===== src/design/lbpc_pkg.sv =====
`timescale 1ns / 1ps

package lbpc_pkg;

  // line store geometry
  localparam int LINE_CELLS = 160;
  localparam int NUM_GROUPS = LINE_CELLS / 4;
  localparam int CELL_AW    = $clog2(LINE_CELLS);
  localparam int GRP_W      = (NUM_GROUPS > 1) ? $clog2(NUM_GROUPS) : 1;
  localparam int CELL_W     = 5;

  // colour registers
  localparam int NUM_COLORS = 32;
  localparam int COL_AW     = $clog2(NUM_COLORS);
  localparam int PIX_W      = 8;

  // command queue between front and back
  localparam int CMD_DEPTH  = 2;

  // config port
  localparam int CFG_IDX_W  = 2;
  localparam int CFG_DATA_W = 2;
  localparam logic [CFG_IDX_W-1:0] CFG_DISPLAY_MODE = 2'd0;
  localparam logic [CFG_IDX_W-1:0] CFG_COLOR_KILL   = 2'd1;
  localparam logic [CFG_IDX_W-1:0] CFG_KANGAROO     = 2'd2;

  // display modes
  localparam logic [1:0] DM_DOUBLE_A = 2'd0;
  localparam logic [1:0] DM_DOUBLE_B = 2'd1;
  localparam logic [1:0] DM_SPLIT    = 2'd2;
  localparam logic [1:0] DM_PAIR     = 2'd3;

  typedef enum logic [1:0] {
    MODE_STORE = 2'd0,
    MODE_COLOR = 2'd1,
    MODE_EMIT  = 2'd2
  } item_mode_e;

  typedef enum logic [1:0] {
    BK_IDLE,
    BK_STORE,
    BK_EMIT_RUN,
    BK_EMIT_OUT
  } back_state_e;

  typedef struct packed {
    logic [1:0] display_mode;
    logic       color_kill;
    logic       kangaroo;
  } lbpc_cfg_t;

  typedef struct packed {
    logic [1:0] mode;
    logic [7:0] graphic_byte;
    logic       object_start;
    logic [7:0] start_position;
    logic [2:0] palette_select;
    logic       wide_mode;
    logic       hole_skip;
    logic [4:0] color_index;
  } lbpc_item_t;

  typedef struct packed {
    item_mode_e                 op;
    logic [7:0]                 pos;
    logic [3:0][CELL_W-1:0]     cells;
    logic [3:0]                 wr;
    logic [1:0]                 last_k;
    logic [PIX_W-1:0]           color_val;
    logic [COL_AW-1:0]          color_idx;
  } lbpc_cmd_t;

  typedef struct packed {
    logic [5:0]            group_index;
    logic [7:0][PIX_W-1:0] pix;
    logic                  last_group;
  } lbpc_out_t;

endpackage


===== src/design/lbpc_if.sv =====
`timescale 1ns / 1ps

// Input channel: one item per word.
interface lbpc_in_if;
  logic       valid;
  logic       ready;
  logic [1:0] mode;
  logic [7:0] graphic_byte;
  logic       object_start;
  logic [7:0] start_position;
  logic [2:0] palette_select;
  logic       wide_mode;
  logic       hole_skip;
  logic [4:0] color_index;

  modport source (
    output valid, mode, graphic_byte, object_start, start_position,
           palette_select, wide_mode, hole_skip, color_index,
    input  ready
  );
  modport sink (
    input  valid, mode, graphic_byte, object_start, start_position,
           palette_select, wide_mode, hole_skip, color_index,
    output ready
  );
endinterface

// Output channel: one group of eight pixels per word.
interface lbpc_out_if;
  logic       valid;
  logic       ready;
  logic [5:0] group_index;
  logic [7:0] pixel_0;
  logic [7:0] pixel_1;
  logic [7:0] pixel_2;
  logic [7:0] pixel_3;
  logic [7:0] pixel_4;
  logic [7:0] pixel_5;
  logic [7:0] pixel_6;
  logic [7:0] pixel_7;
  logic       last_group;

  modport source (
    output valid, group_index, pixel_0, pixel_1, pixel_2, pixel_3,
           pixel_4, pixel_5, pixel_6, pixel_7, last_group,
    input  ready
  );
  modport sink (
    input  valid, group_index, pixel_0, pixel_1, pixel_2, pixel_3,
           pixel_4, pixel_5, pixel_6, pixel_7, last_group,
    output ready
  );
endinterface


===== src/design/lbpc_front.sv =====
`timescale 1ns / 1ps

// Accepts items, tracks the write position, unpacks store bytes into cells.
module lbpc_front (
  input  logic                  clk_i,
  input  logic                  rst_ni,
  input  lbpc_pkg::lbpc_cfg_t   cfg_i,
  input  logic                  in_valid_i,
  output logic                  in_ready_o,
  input  lbpc_pkg::lbpc_item_t  item_i,
  input  logic                  full_i,
  output logic                  push_o,
  output lbpc_pkg::lbpc_cmd_t   cmd_o
);

  logic [7:0]       wpos_q, wpos_d;
  logic             accept;
  logic             is_store;
  logic [7:0]       base;
  logic [3:0][7:0]  addr;
  logic [3:0]       in_line;
  logic [3:0][lbpc_pkg::CELL_W-1:0] cells;
  logic [3:0]       wr;
  logic [2:0]       pal;
  logic [7:0]       d;

  assign in_ready_o = !full_i;
  assign accept     = in_valid_i && in_ready_o;
  assign is_store   = (item_i.mode == lbpc_pkg::MODE_STORE);
  assign pal        = item_i.palette_select;
  assign d          = item_i.graphic_byte;

  always_comb begin
    base = item_i.object_start ? item_i.start_position : wpos_q;
    for (int k = 0; k < 4; k++) begin
      addr[k]    = base + 8'(k);
      in_line[k] = ({1'b0, addr[k]} < 9'(lbpc_pkg::LINE_CELLS));
    end
  end

  // wide: high pair from one nibble, low pair from the other
  // narrow: a transparent pair becomes an all-zero cell (kept only under kangaroo)
  always_comb begin
    if (item_i.wide_mode) begin
      cells[0] = {pal[2], d[3:2], d[7:6]};
      cells[1] = {pal[2], d[1:0], d[5:4]};
      cells[2] = '0;
      cells[3] = '0;
    end else begin
      cells[0] = (d[7:6] != 2'b00) ? {pal, d[7:6]} : '0;
      cells[1] = (d[5:4] != 2'b00) ? {pal, d[5:4]} : '0;
      cells[2] = (d[3:2] != 2'b00) ? {pal, d[3:2]} : '0;
      cells[3] = (d[1:0] != 2'b00) ? {pal, d[1:0]} : '0;
    end
    for (int k = 0; k < 4; k++) begin
      wr[k] = in_line[k] && ((cells[k][1:0] != 2'b00) || cfg_i.kangaroo)
              && (!item_i.wide_mode || (k < 2));
    end
  end

  always_comb begin
    wpos_d = wpos_q;
    if (accept && is_store) begin
      wpos_d = base + (item_i.wide_mode ? 8'd2 : 8'd4);
    end
  end

  always_comb begin
    push_o = 1'b0;
    if (accept) begin
      unique case (item_i.mode)
        lbpc_pkg::MODE_STORE: push_o = !item_i.hole_skip;
        lbpc_pkg::MODE_COLOR: push_o = 1'b1;
        lbpc_pkg::MODE_EMIT:  push_o = 1'b1;
        default:              push_o = 1'b0;
      endcase
    end
  end

  always_comb begin
    cmd_o.op        = lbpc_pkg::item_mode_e'(item_i.mode);
    cmd_o.pos       = base;
    cmd_o.cells     = cells;
    cmd_o.wr        = wr;
    cmd_o.last_k    = item_i.wide_mode ? 2'd1 : 2'd3;
    cmd_o.color_val = item_i.graphic_byte;
    cmd_o.color_idx = item_i.color_index;
  end

  always_ff @(posedge clk_i or negedge rst_ni) begin
    if (!rst_ni) begin
      wpos_q <= '0;
    end else begin
      wpos_q <= wpos_d;
    end
  end

endmodule


===== src/design/lbpc_cmd_fifo.sv =====
`timescale 1ns / 1ps

// Short command queue between front and back.
module lbpc_cmd_fifo (
  input  logic                 clk_i,
  input  logic                 rst_ni,
  input  logic                 push_i,
  input  lbpc_pkg::lbpc_cmd_t  cmd_i,
  output logic                 full_o,
  input  logic                 pop_i,
  output logic                 head_valid_o,
  output lbpc_pkg::lbpc_cmd_t  head_o
);

  localparam int PTR_W = (lbpc_pkg::CMD_DEPTH > 1) ? $clog2(lbpc_pkg::CMD_DEPTH) : 1;
  localparam int CNT_W = $clog2(lbpc_pkg::CMD_DEPTH + 1);

  lbpc_pkg::lbpc_cmd_t entry_q [lbpc_pkg::CMD_DEPTH];
  logic [PTR_W-1:0] wr_ptr_q, wr_ptr_d, rd_ptr_q, rd_ptr_d;
  logic [CNT_W-1:0] cnt_q, cnt_d;
  logic             do_push, do_pop;

  assign full_o       = (cnt_q == CNT_W'(lbpc_pkg::CMD_DEPTH));
  assign head_valid_o = (cnt_q != '0);
  assign head_o       = entry_q[rd_ptr_q];
  assign do_push      = push_i && !full_o;
  assign do_pop       = pop_i && head_valid_o;

  always_comb begin
    wr_ptr_d = wr_ptr_q;
    rd_ptr_d = rd_ptr_q;
    cnt_d    = cnt_q;
    if (do_push) begin
      wr_ptr_d = (wr_ptr_q == PTR_W'(lbpc_pkg::CMD_DEPTH - 1)) ? '0 : wr_ptr_q + 1'b1;
    end
    if (do_pop) begin
      rd_ptr_d = (rd_ptr_q == PTR_W'(lbpc_pkg::CMD_DEPTH - 1)) ? '0 : rd_ptr_q + 1'b1;
    end
    if (do_push && !do_pop) begin
      cnt_d = cnt_q + 1'b1;
    end else if (do_pop && !do_push) begin
      cnt_d = cnt_q - 1'b1;
    end
  end

  always_ff @(posedge clk_i or negedge rst_ni) begin
    if (!rst_ni) begin
      wr_ptr_q <= '0;
      rd_ptr_q <= '0;
      cnt_q    <= '0;
    end else begin
      wr_ptr_q <= wr_ptr_d;
      rd_ptr_q <= rd_ptr_d;
      cnt_q    <= cnt_d;
    end
  end

  always_ff @(posedge clk_i) begin
    if (do_push) begin
      entry_q[wr_ptr_q] <= cmd_i;
    end
  end

endmodule


===== src/design/lbpc_back.sv =====
`timescale 1ns / 1ps

// Executes commands: cell writes, colour writes, line readout.
module lbpc_back (
  input  logic                 clk_i,
  input  logic                 rst_ni,
  input  lbpc_pkg::lbpc_cfg_t  cfg_i,
  input  logic                 head_valid_i,
  input  lbpc_pkg::lbpc_cmd_t  head_i,
  output logic                 pop_o,
  output logic                 out_valid_o,
  input  logic                 out_ready_i,
  output lbpc_pkg::lbpc_out_t  out_o
);

  localparam int CW = lbpc_pkg::CELL_W;
  localparam int CA = lbpc_pkg::CELL_AW;
  localparam int GW = lbpc_pkg::GRP_W;
  localparam int PW = lbpc_pkg::PIX_W;
  localparam int KA = lbpc_pkg::COL_AW;

  // pixel index from a cell, per display mode
  function automatic logic [CW-1:0] idx_a(logic [1:0] dm, logic [CW-1:0] c);
    logic [CW-1:0] r;
    unique case (dm)
      lbpc_pkg::DM_SPLIT: r = {c[4], 2'b00, c[1], c[3]};
      lbpc_pkg::DM_PAIR:  r = {c[4:1], 1'b0};
      default:            r = c;
    endcase
    return r;
  endfunction

  function automatic logic [CW-1:0] idx_b(logic [1:0] dm, logic [CW-1:0] c);
    logic [CW-1:0] r;
    unique case (dm)
      lbpc_pkg::DM_SPLIT: r = {c[4], 2'b00, c[0], c[2]};
      lbpc_pkg::DM_PAIR:  r = {c[4:2], c[0], 1'b0};
      default:            r = c;
    endcase
    return r;
  endfunction

  // transparent index reads background register
  function automatic logic [KA-1:0] bg_fold(logic [CW-1:0] i);
    return (i[1:0] != 2'b00) ? KA'(i) : '0;
  endfunction

  function automatic logic [PW-1:0] kill(logic k, logic [PW-1:0] p);
    return k ? {4'h0, p[3:0]} : p;
  endfunction

  lbpc_pkg::back_state_e state_q, state_d;
  lbpc_pkg::lbpc_cmd_t   cmd_q;

  logic [CW-1:0] cell_mem [lbpc_pkg::LINE_CELLS];
  logic [lbpc_pkg::LINE_CELLS-1:0] cell_vld_q;
  logic [PW-1:0] col_mem [lbpc_pkg::NUM_COLORS];
  logic [lbpc_pkg::NUM_COLORS-1:0] col_vld_q;

  logic [1:0]    k_q;
  logic [GW-1:0] grp_q;
  logic [2:0]    rd_k_q;
  logic          s1_v_q, s2_v_q;
  logic [1:0]    s1_k_q, s2_k_q;
  logic [CW-1:0] cell_rd_q;
  logic          cell_rdv_q;
  logic [PW-1:0] col_a_q, col_b_q;
  logic          col_av_q, col_bv_q;
  logic [7:0][PW-1:0] pix_q;
  logic          out_valid_q;
  lbpc_pkg::lbpc_out_t out_q;

  logic          start_store, start_emit, col_we;
  logic          st_we, rd_en, out_free, out_load, grp_last, grp_done;
  logic [7:0]    st_sum;
  logic [CA-1:0] st_addr, rd_addr;
  logic [CW-1:0] rd_cell;
  logic [KA-1:0] ia, ib;
  logic [PW-1:0] pa, pb;

  assign out_free = !out_valid_q || out_ready_i;
  assign grp_last = (grp_q == GW'(lbpc_pkg::NUM_GROUPS - 1));
  assign grp_done = s2_v_q && (s2_k_q == 2'd3);

  // next state
  always_comb begin
    state_d = state_q;
    unique case (state_q)
      lbpc_pkg::BK_IDLE: begin
        if (head_valid_i && head_i.op == lbpc_pkg::MODE_STORE) begin
          state_d = lbpc_pkg::BK_STORE;
        end else if (head_valid_i && head_i.op == lbpc_pkg::MODE_EMIT) begin
          state_d = lbpc_pkg::BK_EMIT_RUN;
        end
      end
      lbpc_pkg::BK_STORE: begin
        if (k_q == cmd_q.last_k) state_d = lbpc_pkg::BK_IDLE;
      end
      lbpc_pkg::BK_EMIT_RUN: begin
        if (grp_done) state_d = lbpc_pkg::BK_EMIT_OUT;
      end
      lbpc_pkg::BK_EMIT_OUT: begin
        if (out_free) state_d = grp_last ? lbpc_pkg::BK_IDLE : lbpc_pkg::BK_EMIT_RUN;
      end
      default: state_d = lbpc_pkg::BK_IDLE;
    endcase
  end

  // state outputs
  always_comb begin
    pop_o    = 1'b0;
    st_we    = 1'b0;
    rd_en    = 1'b0;
    out_load = 1'b0;
    unique case (state_q)
      lbpc_pkg::BK_IDLE:     pop_o    = head_valid_i;
      lbpc_pkg::BK_STORE:    st_we    = cmd_q.wr[k_q];
      lbpc_pkg::BK_EMIT_RUN: rd_en    = !rd_k_q[2];
      lbpc_pkg::BK_EMIT_OUT: out_load = out_free;
      default: ;
    endcase
  end

  assign start_store = pop_o && (head_i.op == lbpc_pkg::MODE_STORE);
  assign start_emit  = pop_o && (head_i.op == lbpc_pkg::MODE_EMIT);
  assign col_we      = pop_o && (head_i.op == lbpc_pkg::MODE_COLOR);

  assign st_sum  = cmd_q.pos + 8'(k_q);
  assign st_addr = st_sum[CA-1:0];
  assign rd_addr = CA'({grp_q, rd_k_q[1:0]});

  // stage 1: cell to colour indexes
  always_comb begin
    rd_cell = cell_rdv_q ? cell_rd_q : '0;
    ia      = bg_fold(idx_a(cfg_i.display_mode, rd_cell));
    ib      = bg_fold(idx_b(cfg_i.display_mode, rd_cell));
  end

  // stage 2: colour values
  assign pa = kill(cfg_i.color_kill, col_av_q ? col_a_q : '0);
  assign pb = kill(cfg_i.color_kill, col_bv_q ? col_b_q : '0);

  always_ff @(posedge clk_i or negedge rst_ni) begin
    if (!rst_ni) begin
      state_q     <= lbpc_pkg::BK_IDLE;
      k_q         <= '0;
      grp_q       <= '0;
      rd_k_q      <= '0;
      s1_v_q      <= 1'b0;
      s2_v_q      <= 1'b0;
      out_valid_q <= 1'b0;
      cell_vld_q  <= '0;
      col_vld_q   <= '0;
    end else begin
      state_q <= state_d;
      s1_v_q  <= rd_en;
      s2_v_q  <= s1_v_q;
      if (start_store) begin
        k_q <= '0;
      end else if (state_q == lbpc_pkg::BK_STORE) begin
        k_q <= k_q + 1'b1;
      end
      if (start_emit) begin
        grp_q  <= '0;
        rd_k_q <= '0;
      end else if (out_load && !grp_last) begin
        grp_q  <= grp_q + 1'b1;
        rd_k_q <= '0;
      end else if (rd_en) begin
        rd_k_q <= rd_k_q + 1'b1;
      end
      if (out_load) begin
        out_valid_q <= 1'b1;
      end else if (out_ready_i) begin
        out_valid_q <= 1'b0;
      end
      // store is cleared when the last group is loaded into the output register
      if (out_load && grp_last) begin
        cell_vld_q <= '0;
      end else if (st_we) begin
        cell_vld_q[st_addr] <= 1'b1;
      end
      if (col_we) begin
        col_vld_q[head_i.color_idx] <= 1'b1;
      end
    end
  end

  // line store
  always_ff @(posedge clk_i) begin
    if (st_we) begin
      cell_mem[st_addr] <= cmd_q.cells[k_q];
    end
    cell_rd_q  <= cell_mem[rd_addr];
    cell_rdv_q <= cell_vld_q[rd_addr];
  end

  // colour registers, two read ports
  always_ff @(posedge clk_i) begin
    if (col_we) begin
      col_mem[head_i.color_idx] <= head_i.color_val;
    end
    col_a_q  <= col_mem[ia];
    col_b_q  <= col_mem[ib];
    col_av_q <= col_vld_q[ia];
    col_bv_q <= col_vld_q[ib];
  end

  always_ff @(posedge clk_i) begin
    if (pop_o) begin
      cmd_q <= head_i;
    end
    s1_k_q <= rd_k_q[1:0];
    s2_k_q <= s1_k_q;
    if (s2_v_q) begin
      pix_q[{s2_k_q, 1'b0}] <= pa;
      pix_q[{s2_k_q, 1'b1}] <= pb;
    end
    if (out_load) begin
      out_q.group_index <= 6'(grp_q);
      out_q.pix         <= pix_q;
      out_q.last_group  <= grp_last;
    end
  end

  assign out_valid_o = out_valid_q;
  assign out_o       = out_q;

endmodule


===== src/design/line_buffer_pixel_composer.sv =====
`timescale 1ns / 1ps

// Line buffer pixel composer. Store words unpack one graphics byte into
// four narrow or two wide 5-bit cells of a 160-cell line store at an 8-bit
// write position that wraps; cells past the line are dropped. Colour words
// load one of 32 colour registers. An emit word reads the line out as 40
// words of eight palette-mapped pixels (group_index 0..39, last_group on
// the final one) and then clears the store. Mode 3 words are taken and
// dropped. Input words are taken into a two-deep command queue; hole-skip
// stores and mode 3 words are not queued. The back end writes a colour
// register straight from the queue head and writes stores one cell per
// cycle through the single store write port. An emit handles each group
// with four store reads, two pipeline stages and one output load, one
// group at a time through the single read port of the line store. A held
// output word stalls the back end; the input stalls once the command queue
// is full. Reset leaves the store and colour registers reading as zero
// with no clearing pass. The user must write display_mode, color_kill and
// kangaroo only while idle; the block itself does not enforce this.
module line_buffer_pixel_composer (
  input  logic                                clk_i,
  input  logic                                rst_ni,
  lbpc_in_if.sink                             in_i,
  lbpc_out_if.source                          out_o,
  input  logic                                cfg_we_i,
  input  logic [lbpc_pkg::CFG_IDX_W-1:0]      cfg_idx_i,
  input  logic [lbpc_pkg::CFG_DATA_W-1:0]     cfg_wdata_i
);

  lbpc_pkg::lbpc_cfg_t  cfg_q;
  lbpc_pkg::lbpc_item_t item;
  lbpc_pkg::lbpc_cmd_t  push_cmd, head_cmd;
  lbpc_pkg::lbpc_out_t  out_word;
  logic                 push, full, pop, head_valid, out_valid;

  // config registers
  always_ff @(posedge clk_i or negedge rst_ni) begin
    if (!rst_ni) begin
      cfg_q <= '0;
    end else if (cfg_we_i) begin
      unique case (cfg_idx_i)
        lbpc_pkg::CFG_DISPLAY_MODE: cfg_q.display_mode <= cfg_wdata_i[1:0];
        lbpc_pkg::CFG_COLOR_KILL:   cfg_q.color_kill   <= cfg_wdata_i[0];
        lbpc_pkg::CFG_KANGAROO:     cfg_q.kangaroo     <= cfg_wdata_i[0];
        default: ;  // unmapped index, write ignored
      endcase
    end
  end

  always_comb begin
    item.mode           = in_i.mode;
    item.graphic_byte   = in_i.graphic_byte;
    item.object_start   = in_i.object_start;
    item.start_position = in_i.start_position;
    item.palette_select = in_i.palette_select;
    item.wide_mode      = in_i.wide_mode;
    item.hole_skip      = in_i.hole_skip;
    item.color_index    = in_i.color_index;
  end

  // front: accept, position tracking, byte unpack
  lbpc_front u_front (
    .clk_i      (clk_i),
    .rst_ni     (rst_ni),
    .cfg_i      (cfg_q),
    .in_valid_i (in_i.valid),
    .in_ready_o (in_i.ready),
    .item_i     (item),
    .full_i     (full),
    .push_o     (push),
    .cmd_o      (push_cmd)
  );

  // decouples word intake from the multi-cycle back end
  lbpc_cmd_fifo u_fifo (
    .clk_i        (clk_i),
    .rst_ni       (rst_ni),
    .push_i       (push),
    .cmd_i        (push_cmd),
    .full_o       (full),
    .pop_i        (pop),
    .head_valid_o (head_valid),
    .head_o       (head_cmd)
  );

  // back: line store, colour registers, readout pipeline, output register
  lbpc_back u_back (
    .clk_i        (clk_i),
    .rst_ni       (rst_ni),
    .cfg_i        (cfg_q),
    .head_valid_i (head_valid),
    .head_i       (head_cmd),
    .pop_o        (pop),
    .out_valid_o  (out_valid),
    .out_ready_i  (out_o.ready),
    .out_o        (out_word)
  );

  assign out_o.valid       = out_valid;
  assign out_o.group_index = out_word.group_index;
  assign out_o.pixel_0     = out_word.pix[0];
  assign out_o.pixel_1     = out_word.pix[1];
  assign out_o.pixel_2     = out_word.pix[2];
  assign out_o.pixel_3     = out_word.pix[3];
  assign out_o.pixel_4     = out_word.pix[4];
  assign out_o.pixel_5     = out_word.pix[5];
  assign out_o.pixel_6     = out_word.pix[6];
  assign out_o.pixel_7     = out_word.pix[7];
  assign out_o.last_group  = out_word.last_group;

endmodule


===== src/flat_wrapper.sv =====
// flat-port wrapper written by rule: the top's interface ports become plain ports
module line_buffer_pixel_composer_flat 
  (clk_i, rst_ni, cfg_we_i, cfg_idx_i, cfg_wdata_i, in_i_valid, in_i_mode, in_i_graphic_byte, in_i_object_start, in_i_start_position, in_i_palette_select, in_i_wide_mode, in_i_hole_skip, in_i_color_index, in_i_ready, out_o_valid, out_o_group_index, out_o_pixel_0, out_o_pixel_1, out_o_pixel_2, out_o_pixel_3, out_o_pixel_4, out_o_pixel_5, out_o_pixel_6, out_o_pixel_7, out_o_last_group, out_o_ready);
  lbpc_in_if in_i_i ();
  lbpc_out_if out_o_i ();
  input  logic clk_i;
  input  logic rst_ni;
  input  logic cfg_we_i;
  input  logic [lbpc_pkg::CFG_IDX_W-1:0] cfg_idx_i;
  input  logic [lbpc_pkg::CFG_DATA_W-1:0] cfg_wdata_i;
  input wire logic [$bits(in_i_i.valid)-1:0] in_i_valid;
  input wire logic [$bits(in_i_i.mode)-1:0] in_i_mode;
  input wire logic [$bits(in_i_i.graphic_byte)-1:0] in_i_graphic_byte;
  input wire logic [$bits(in_i_i.object_start)-1:0] in_i_object_start;
  input wire logic [$bits(in_i_i.start_position)-1:0] in_i_start_position;
  input wire logic [$bits(in_i_i.palette_select)-1:0] in_i_palette_select;
  input wire logic [$bits(in_i_i.wide_mode)-1:0] in_i_wide_mode;
  input wire logic [$bits(in_i_i.hole_skip)-1:0] in_i_hole_skip;
  input wire logic [$bits(in_i_i.color_index)-1:0] in_i_color_index;
  output wire logic [$bits(in_i_i.ready)-1:0] in_i_ready;
  output wire logic [$bits(out_o_i.valid)-1:0] out_o_valid;
  output wire logic [$bits(out_o_i.group_index)-1:0] out_o_group_index;
  output wire logic [$bits(out_o_i.pixel_0)-1:0] out_o_pixel_0;
  output wire logic [$bits(out_o_i.pixel_1)-1:0] out_o_pixel_1;
  output wire logic [$bits(out_o_i.pixel_2)-1:0] out_o_pixel_2;
  output wire logic [$bits(out_o_i.pixel_3)-1:0] out_o_pixel_3;
  output wire logic [$bits(out_o_i.pixel_4)-1:0] out_o_pixel_4;
  output wire logic [$bits(out_o_i.pixel_5)-1:0] out_o_pixel_5;
  output wire logic [$bits(out_o_i.pixel_6)-1:0] out_o_pixel_6;
  output wire logic [$bits(out_o_i.pixel_7)-1:0] out_o_pixel_7;
  output wire logic [$bits(out_o_i.last_group)-1:0] out_o_last_group;
  input wire logic [$bits(out_o_i.ready)-1:0] out_o_ready;
  assign in_i_i.valid = in_i_valid;
  assign in_i_i.mode = in_i_mode;
  assign in_i_i.graphic_byte = in_i_graphic_byte;
  assign in_i_i.object_start = in_i_object_start;
  assign in_i_i.start_position = in_i_start_position;
  assign in_i_i.palette_select = in_i_palette_select;
  assign in_i_i.wide_mode = in_i_wide_mode;
  assign in_i_i.hole_skip = in_i_hole_skip;
  assign in_i_i.color_index = in_i_color_index;
  assign in_i_ready = in_i_i.ready;
  assign out_o_valid = out_o_i.valid;
  assign out_o_group_index = out_o_i.group_index;
  assign out_o_pixel_0 = out_o_i.pixel_0;
  assign out_o_pixel_1 = out_o_i.pixel_1;
  assign out_o_pixel_2 = out_o_i.pixel_2;
  assign out_o_pixel_3 = out_o_i.pixel_3;
  assign out_o_pixel_4 = out_o_i.pixel_4;
  assign out_o_pixel_5 = out_o_i.pixel_5;
  assign out_o_pixel_6 = out_o_i.pixel_6;
  assign out_o_pixel_7 = out_o_i.pixel_7;
  assign out_o_last_group = out_o_i.last_group;
  assign out_o_i.ready = out_o_ready;
  line_buffer_pixel_composer u_core (.clk_i(clk_i), .rst_ni(rst_ni), .in_i(in_i_i), .out_o(out_o_i), .cfg_we_i(cfg_we_i), .cfg_idx_i(cfg_idx_i), .cfg_wdata_i(cfg_wdata_i));
endmodule

===== config.mk =====
export PLATFORM = sky130hd
export DESIGN_NAME = line_buffer_pixel_composer_flat
export DESIGN_NICKNAME = d
export VERILOG_FILES = /design/src/design/lbpc_pkg.sv /design/src/design/lbpc_if.sv /design/src/design/lbpc_front.sv /design/src/design/lbpc_cmd_fifo.sv /design/src/design/lbpc_back.sv /design/src/design/line_buffer_pixel_composer.sv /design/src/flat_wrapper.sv
export SDC_FILE = /design/constraint.sdc
export NUM_CORES = 2
export LEC_CHECK = 0
export ABC_CLOCK_PERIOD_IN_PS = 12150
export BUFFER_PORTS_ARGS = -buffer_cell sky130_fd_sc_hd__buf_2
export CORE_UTILIZATION = 42
export CTS_CLUSTER_SIZE = 25
export DETAILED_ROUTE_END_ITERATION = 16
export SLEW_MARGIN = 20
export SYNTH_ARGS = -nofsm -noshare
export SYNTH_HDL_FRONTEND = slang
export SYNTH_HIERARCHICAL = 1
export SYNTH_SLANG_ARGS = --single-unit

===== constraint.sdc =====
create_clock -name clk_i -period 12.15 [get_ports clk_i]
set_input_delay 1.8225 -clock clk_i [delete_from_list [all_inputs] [get_ports clk_i]]
set_output_delay 1.8225 -clock clk_i [all_outputs]
set_load 0.02 [all_outputs]

* After elaboration in Yosys (flattened, before gate mapping)
Memory sizes are Yosys's and may differ from the RTL's. A register that Yosys moved wholly into a read port is not among the register bits.
Cells that the tools add are included.
** Operators by class
- Add/sub/neg operators :: 12
- $lt $le $gt $ge :: 16
- Equal/unequal tests :: 19
- Muxes and demuxes :: 71
- Bitwise gates (word level) :: 2
- Reduce and logical (&&, ||, !) cells :: 63
** Operators with widths (count)
- two-way mux 160 bit :: 2
- OR 160 bit :: 1
- bitwise mux 64 bit :: 2
- two-way mux 8 bit :: 7
- two-way mux 5 bit :: 8
- demux 8 bit (select 2 bit) :: 2
- less-than comparator 8 bit, second input constant :: 4
- OR 32 bit :: 1
- nonzero test 2 bit :: 16
- logical AND 1 bit :: 24
- two-way mux 2 bit :: 11
- two-way mux 1 bit :: 21
- two-way mux 20 bit :: 1
- == test 2 bit, second input constant :: 9
- less-than comparator 5 x 6 -> 1 bit, second input constant :: 3
- less-than comparator 8 x 9 -> 1 bit, second input constant :: 2
- adder 8 x 2 -> 8 bit, second input constant :: 2
- case mux 4 bit (2 select lines) :: 2
- two-way mux 3 bit :: 4
- two-way mux 6 bit :: 2
- binary-select mux 1 bit (select 5 bit) :: 2
- binary-select mux 5 bit (select 2 bit) :: 1
- adder 8 x 1 -> 8 bit, second input constant :: 1
- adder 8 x 2 -> 8 bit :: 1
- other kinds (29) :: 54
** Word-level totals
- Bits in registers :: 400
- Memory bits (writable) :: 1154
- Input bits :: 38
- Output and inout bits :: 73
- Logic and storage cells :: 232
- Memories kept :: 3
** Memories
- u_core.u_back.cell_mem :: depth 160, width 5, rd ports 1, clocked after memory_dff 1, write ports 1, line lbpc_back.sv:55 : logic [CW-1:0] cell_mem [lbpc_pkg::LINE_CELLS];
- u_core.u_back.col_mem :: depth 32, width 8, rd ports 2, clocked after memory_dff 2, write ports 1, line lbpc_back.sv:57 : logic [PW-1:0] col_mem [lbpc_pkg::NUM_COLORS];
- u_core.u_fifo.entry_q :: depth 2, width 49, rd ports 1, clocked after memory_dff 0, write ports 1, line lbpc_cmd_fifo.sv:18 : lbpc_pkg::lbpc_cmd_t entry_q [lbpc_pkg::CMD_DEPTH];

* Logic depth before layout (Yosys ltp)
- Word-level depth :: 9
- Depth in mapped cells :: 11
- Mapped depth without buffers :: 10

* Modules after synthesis
The synthesis kept the hierarchy.
** By module, submodules not included
- lbpc_back :: instances 1, cells an instance 3376, area each 56987.2 um^2, sequential area each 41224.5 um^2
- lbpc_cmd_fifo :: instances 1, cells an instance 172, area each 3990.1 um^2, sequential area each 3042.9 um^2
- lbpc_front :: instances 1, cells an instance 132, area each 1014.7 um^2, sequential area each 200.2 um^2
- line_buffer_pixel_composer :: instances 1, cells an instance 11, area each 172.7 um^2, sequential area each 100.1 um^2

* Worst setup path before layout
No wires, ideal clock.
- Path type :: input-to-reg
- Start :: input out_o_ready
- End :: register u_core/u_back/cell_vld_q[129] (netlist bit)
- Setup time :: 0.119 ns
- Data arrival time :: 5.245 ns
- Required time :: 12.031 ns
- Slack :: 6.786 ns
- Stages on the path :: 7
- Path buffers :: 3
- Cells stage by stage :: nand2b_1 > nor2b_1 > clkbuf_1 > nand2_1 > clkbuf_1 > buf_1 > o21a_1
** Between the ends
- Word-level cells in the longest chain between the ends :: 4
- Elaborated cells on any way between the ends :: 5
- Classes of those cells :: mux: 2; reduce/logical: 3
** RTL lines
- start: declaration :: line flat_wrapper.sv:32 : input wire logic [$bits(out_o_i.ready)-1:0] out_o_ready;
- logical OR 1 bit * :: line lbpc_back.sv:81 : assign out_free = !out_valid_q || out_ready_i;
- two-way mux 1 bit * :: line lbpc_back.sv:115 : unique case (state_q)
- via u_core.u_back.out_load :: line lbpc_back.sv:74 : logic st_we, rd_en, out_free, out_load, grp_last, grp_done;
- logical AND 1 bit * :: line lbpc_back.sv:178 : if (out_load && grp_last) begin
- two-way mux 160 bit / nonzero test 2 bit (equally long branches)
- end signal: assignment :: line lbpc_back.sv:152 : cell_vld_q <= '0;
- end signal: assignment :: line lbpc_back.sv:179 : cell_vld_q <= '0;
- end signal: indexed assignment :: line lbpc_back.sv:181 : cell_vld_q[st_addr] <= 1'b1;
- end: declaration :: line lbpc_back.sv:56 : logic [lbpc_pkg::LINE_CELLS-1:0] cell_vld_q;
The timed path passes the listed nets; every way through them passes the cells marked *.
A chain may end at the register's enable or synchronous reset.

==> results.cfg <==
[global_routing]
initial_antenna_violation_count = 8
first_global_vias = 33900
grt_pass1_wl_um = 233000
global_route.usage.total_pct = 21.0
grt_overflow_total = 0
grt_start_max_net_pins = 101

[pwr]
power.density_cell_area_mw_per_mm2 = 232
finalPower_w = 0.0162
power.leakage_nw = 23.5
power.ir.vdd_worst_mv = 0.155

[critical_path]
critical_path_source_type = register
worstPathBufferInverterCount = 3
end_kind = register
critical-path-slowest-cell = sky130_fd_sc_hd__dfrtp_4
reg2reg_setup_slack_ps = 7200
critical_path.max_fanout = 45
worst_path_dominant_cell_family = buffers and inverters
crit_arrival_ps = 5580
cpPeakStageDelay_ps = 860
cp_cell_sequence = buf_4 > buf_4 > mux4_2 > mux4_2 > inv_1 > a21oi_1 > o21ai_0 > a32oi_1
regToRegEndpoint = u_core/u_back/cell_rd_q[1]
worst-endpoint-required_ps = 12780
critical_path.reg2reg.startpoint = u_core/u_back/rd_k_q[0]
r2r_cells = 8
crit_path_kind = register to register

[timing]
clock.fmax_ghz = 0.202
fin_worst_skew_ps = 38.8
slew_violations = 0
fin_crit_sh_pct = 40.7
endpoints_failing_hold = 0
relSlewSlack_pct = 19.7
timing.final.setup_violations = 0
fin_setup_tns_ps = 0
tightestPinTransition_ps = 1200
period_needed_ps = 4950
setup_repair_after_global_routing_missed_its_margin = no
setup_ws_ps = 7200

[detailed_routing]
number_of_iterations_in_the_first_detailed_routing_pass = 5
via_count = 34200
via_per_inst = 5.86
route.final.wire_length_um = 158000
per_cell_routed_wire_length_um = 27.0
detailedRoute.firstIterationViolations = 3636
drc = 0
antenna_violating_nets_remaining = 0

[final_layout]
num-nets-final = 3842
layout.core_utilization_pct = 47.7
syn2layout_area_growth_pct = 12.3
layout-drive-gt1-share_pct = 20.7
n_antenna_cell = 0

[floorplan]
core_region_area_mm2 = 0.146
starting_density_of_the_core_pct = 42.5
io_pins = 111
chipHeight_um = 387
dieWidth_um = 387
floorplan.die_area_mm2 = 0.150
row_count = 140

[yosys]
synth.avg_cell_area_um2 = 16.8
netlist_top_cells_area = sky130_fd_sc_hd__edfxtp_1 (62%), sky130_fd_sc_hd__dfrtp_1 (8.8%), sky130_fd_sc_hd__mux4_2 (8.6%)
total_of_flip_flops_plus_latches_after_synthesis = 1530
dominantRegCellSynth = sky130_fd_sc_hd__edfxtp_1
count_of_cell_types_in_the_netlist = 79
mappedNetlistArea_mm2 = 0.0622
synth-edff-count = 1283
post_synth_net_total = 3740
ys_async_sr_fraction_pct = 14.3
yosysTopAreaCell = sky130_fd_sc_hd__edfxtp_1
netlist.area_leader.share_pct = 62.0
netlist_instances = 3691
ys_seq_area_share_pct = 71.7
yosys_warns = 6

[clock_network]
cts-buffers-inserted = 159
clk_pin_slew_worst_paths_ps = 60
cts_root_buffer = sky130_fd_sc_hd__clkbuf_16
clock_tree.buffer_depth = 3
clk_latency_ps = 810
cts_hold_repair.buffers = 0
post_cts_resized = 0
post_cts_buffers = 0
clock_tree.htree_level_count = 4
tritoncts = done
clock-sinks = 1530

[placement]
routability_congestion = 0.836
dp_slack_ps = 7140
dp_hpwl_um = 97000
port_buffers = 110

[outcome]
status = completed

[worst_hold_path]
worstHoldStart = u_core/u_back/s1_k_q[0]
whs_endpoint = u_core/u_back/s2_k_q[0]
timing.hold.worst.class = register to register
hold_path_depth = 0

[flow_run]
max_capacitance_violation_total = 0
==> cell type report <==
class                           instances  area (µm²)
Clock inverter                         86         960
Clock buffer                          208        4390
Sequential cell                      1530       44600
Fill cell                           12200       76500
Multi-Input combinational cell       1892       16300
Inverter                               33         124
Tap cell                             1917        2400
Timing Repair Buffer                  177        1080
==> flip-flops by register name (all words and copies together) (netlist names), 2 cells and up <==
signal                    cells
u_core/cfg_q                  4
u_core/u_back/grp_q           6
u_core/u_back/pix_q          64
u_core/u_back/col_a_q         8
u_core/u_back/k_q             2
u_core/u_fifo/cnt_q           2
u_core/u_back/cmd_q          34
u_core/u_back/cell_rd_q       5
u_core/u_back/out_o          71
u_core/u_back/s1_k_q          2
u_core/u_front/wpos_q         8
u_core/u_back/s2_k_q          2
u_core/u_back/col_mem       216
u_core/u_back/state_q         2
u_core/u_back/col_vld_q      27
u_core/u_back/cell_mem      800
u_core/u_fifo/entry_q        98
u_core/u_back/rd_k_q          3
u_core/u_back/col_b_q         8
u_core/u_back/cell_vld_q    160
==> how the worst max path moves through the flow <==
| stage | end | start | depth (start not counted) | slack [ps] |
|---|---|---|---|---|
| after detailed placement | u_core/u_back/cell_rd_q[1] | u_core/u_back/rd_k_q[0] | 8 | 7140 |
| after floorplan | u_core/u_back/cell_vld_q[129] | out_o_ready | 7 | 6790 |
| after global routing | u_core/u_back/cell_rd_q[1] | u_core/u_back/rd_k_q[0] | 8 | 6800 |
| after CTS | u_core/u_back/cell_rd_q[1] | u_core/u_back/rd_k_q[0] | 8 | 7100 |
| final | u_core/u_back/cell_rd_q[1] | u_core/u_back/rd_k_q[0] | 8 | 7200 |
| after global placement | u_core/u_back/cell_rd_q[1] | u_core/u_back/rd_k_q[0] | 8 | 7120 |
==> cell usage in the layout (no fill, tap or decap), types with 32 or more instances in the layout <==
| master | instances |
|---|---|
| sky130_fd_sc_hd__edfxtp_1 | 1283 |
| sky130_fd_sc_hd__nor2_1 | 318 |
| sky130_fd_sc_hd__mux4_2 | 233 |
| sky130_fd_sc_hd__dfrtp_1 | 213 |
| sky130_fd_sc_hd__nand2_1 | 190 |
| sky130_fd_sc_hd__clkbuf_16 | 164 |
| sky130_fd_sc_hd__o21a_1 | 163 |
| sky130_fd_sc_hd__mux2i_1 | 126 |
| sky130_fd_sc_hd__buf_2 | 109 |
| sky130_fd_sc_hd__o21ai_0 | 107 |
| sky130_fd_sc_hd__a21oi_1 | 100 |
| sky130_fd_sc_hd__buf_4 | 66 |
| sky130_fd_sc_hd__mux2_4 | 49 |
| sky130_fd_sc_hd__mux2_2 | 47 |
| sky130_fd_sc_hd__nor3_1 | 43 |
| sky130_fd_sc_hd__a31oi_1 | 38 |
| sky130_fd_sc_hd__nand3_1 | 37 |
| sky130_fd_sc_hd__o221ai_1 | 36 |
| sky130_fd_sc_hd__inv_1 | 33 |
| sky130_fd_sc_hd__clkbuf_1 | 32 |
==> routing by layer <==
metal	vias to the layer above	GRT usage [%]	routed length [µm]
met3	247	4.13	12400
met2	1483	32.6	73900
met5	-	0	42
met1	17800	30.0	67500
met4	8	6.59	4110
li1	14700	-	-
==> kinds of logic after synthesis <==
| family | after synthesis | synth area share [%] |
|---|---|---|
| compound gates | 651 | 7.19 |
| buf+inv | 269 | 2.32 |
| fa+ha+maj | 11 | 0.246 |
| xor+xnor | 27 | 0.380 |
| flops | 1530 | 71.7 |
| other cells | 1 | 0.00603 |
| simple gates | 735 | 5.23 |
| mux | 467 | 12.9 |
==> power breakdown <==
group / leakage, nW / switching, W / total (W) / internal (W)
Clock: 2.61 / 0.00203 / 0.00495 / 0.00292
Combinational: 6.05 / 0.00274 / 0.00419 / 0.00144
Sequential: 14.8 / 0.000313 / 0.00708 / 0.00676
Total: 23.5 / 0.00509 / 0.0162 / 0.0111
==> cell usage after synthesis (43+ instances only) <==
library cell               count
sky130_fd_sc_hd__clkbuf_1     98
sky130_fd_sc_hd__o21ai_0     107
sky130_fd_sc_hd__o21a_1      163
sky130_fd_sc_hd__nand2_1     193
sky130_fd_sc_hd__mux2_4       49
sky130_fd_sc_hd__mux2_2       47
sky130_fd_sc_hd__a21oi_1     100
sky130_fd_sc_hd__buf_2        70
sky130_fd_sc_hd__edfxtp_1   1283
sky130_fd_sc_hd__nor3_1       43
sky130_fd_sc_hd__mux2i_1     126
sky130_fd_sc_hd__mux4_2      238
sky130_fd_sc_hd__dfrtp_1     219
sky130_fd_sc_hd__nor2_1      327
==> stage by stage <==
step	area (µm²)	instances	hold slack, ps
5_1_grt	69800	5843	351
3_5_place_dp	64400	5548	314
2_1_floorplan	62200	3691	310
3_3_place_gp	64400	5548	328
6_report	69800	5843	329
4_1_cts	69800	5842	329
(Power assumes the default switching activity.)
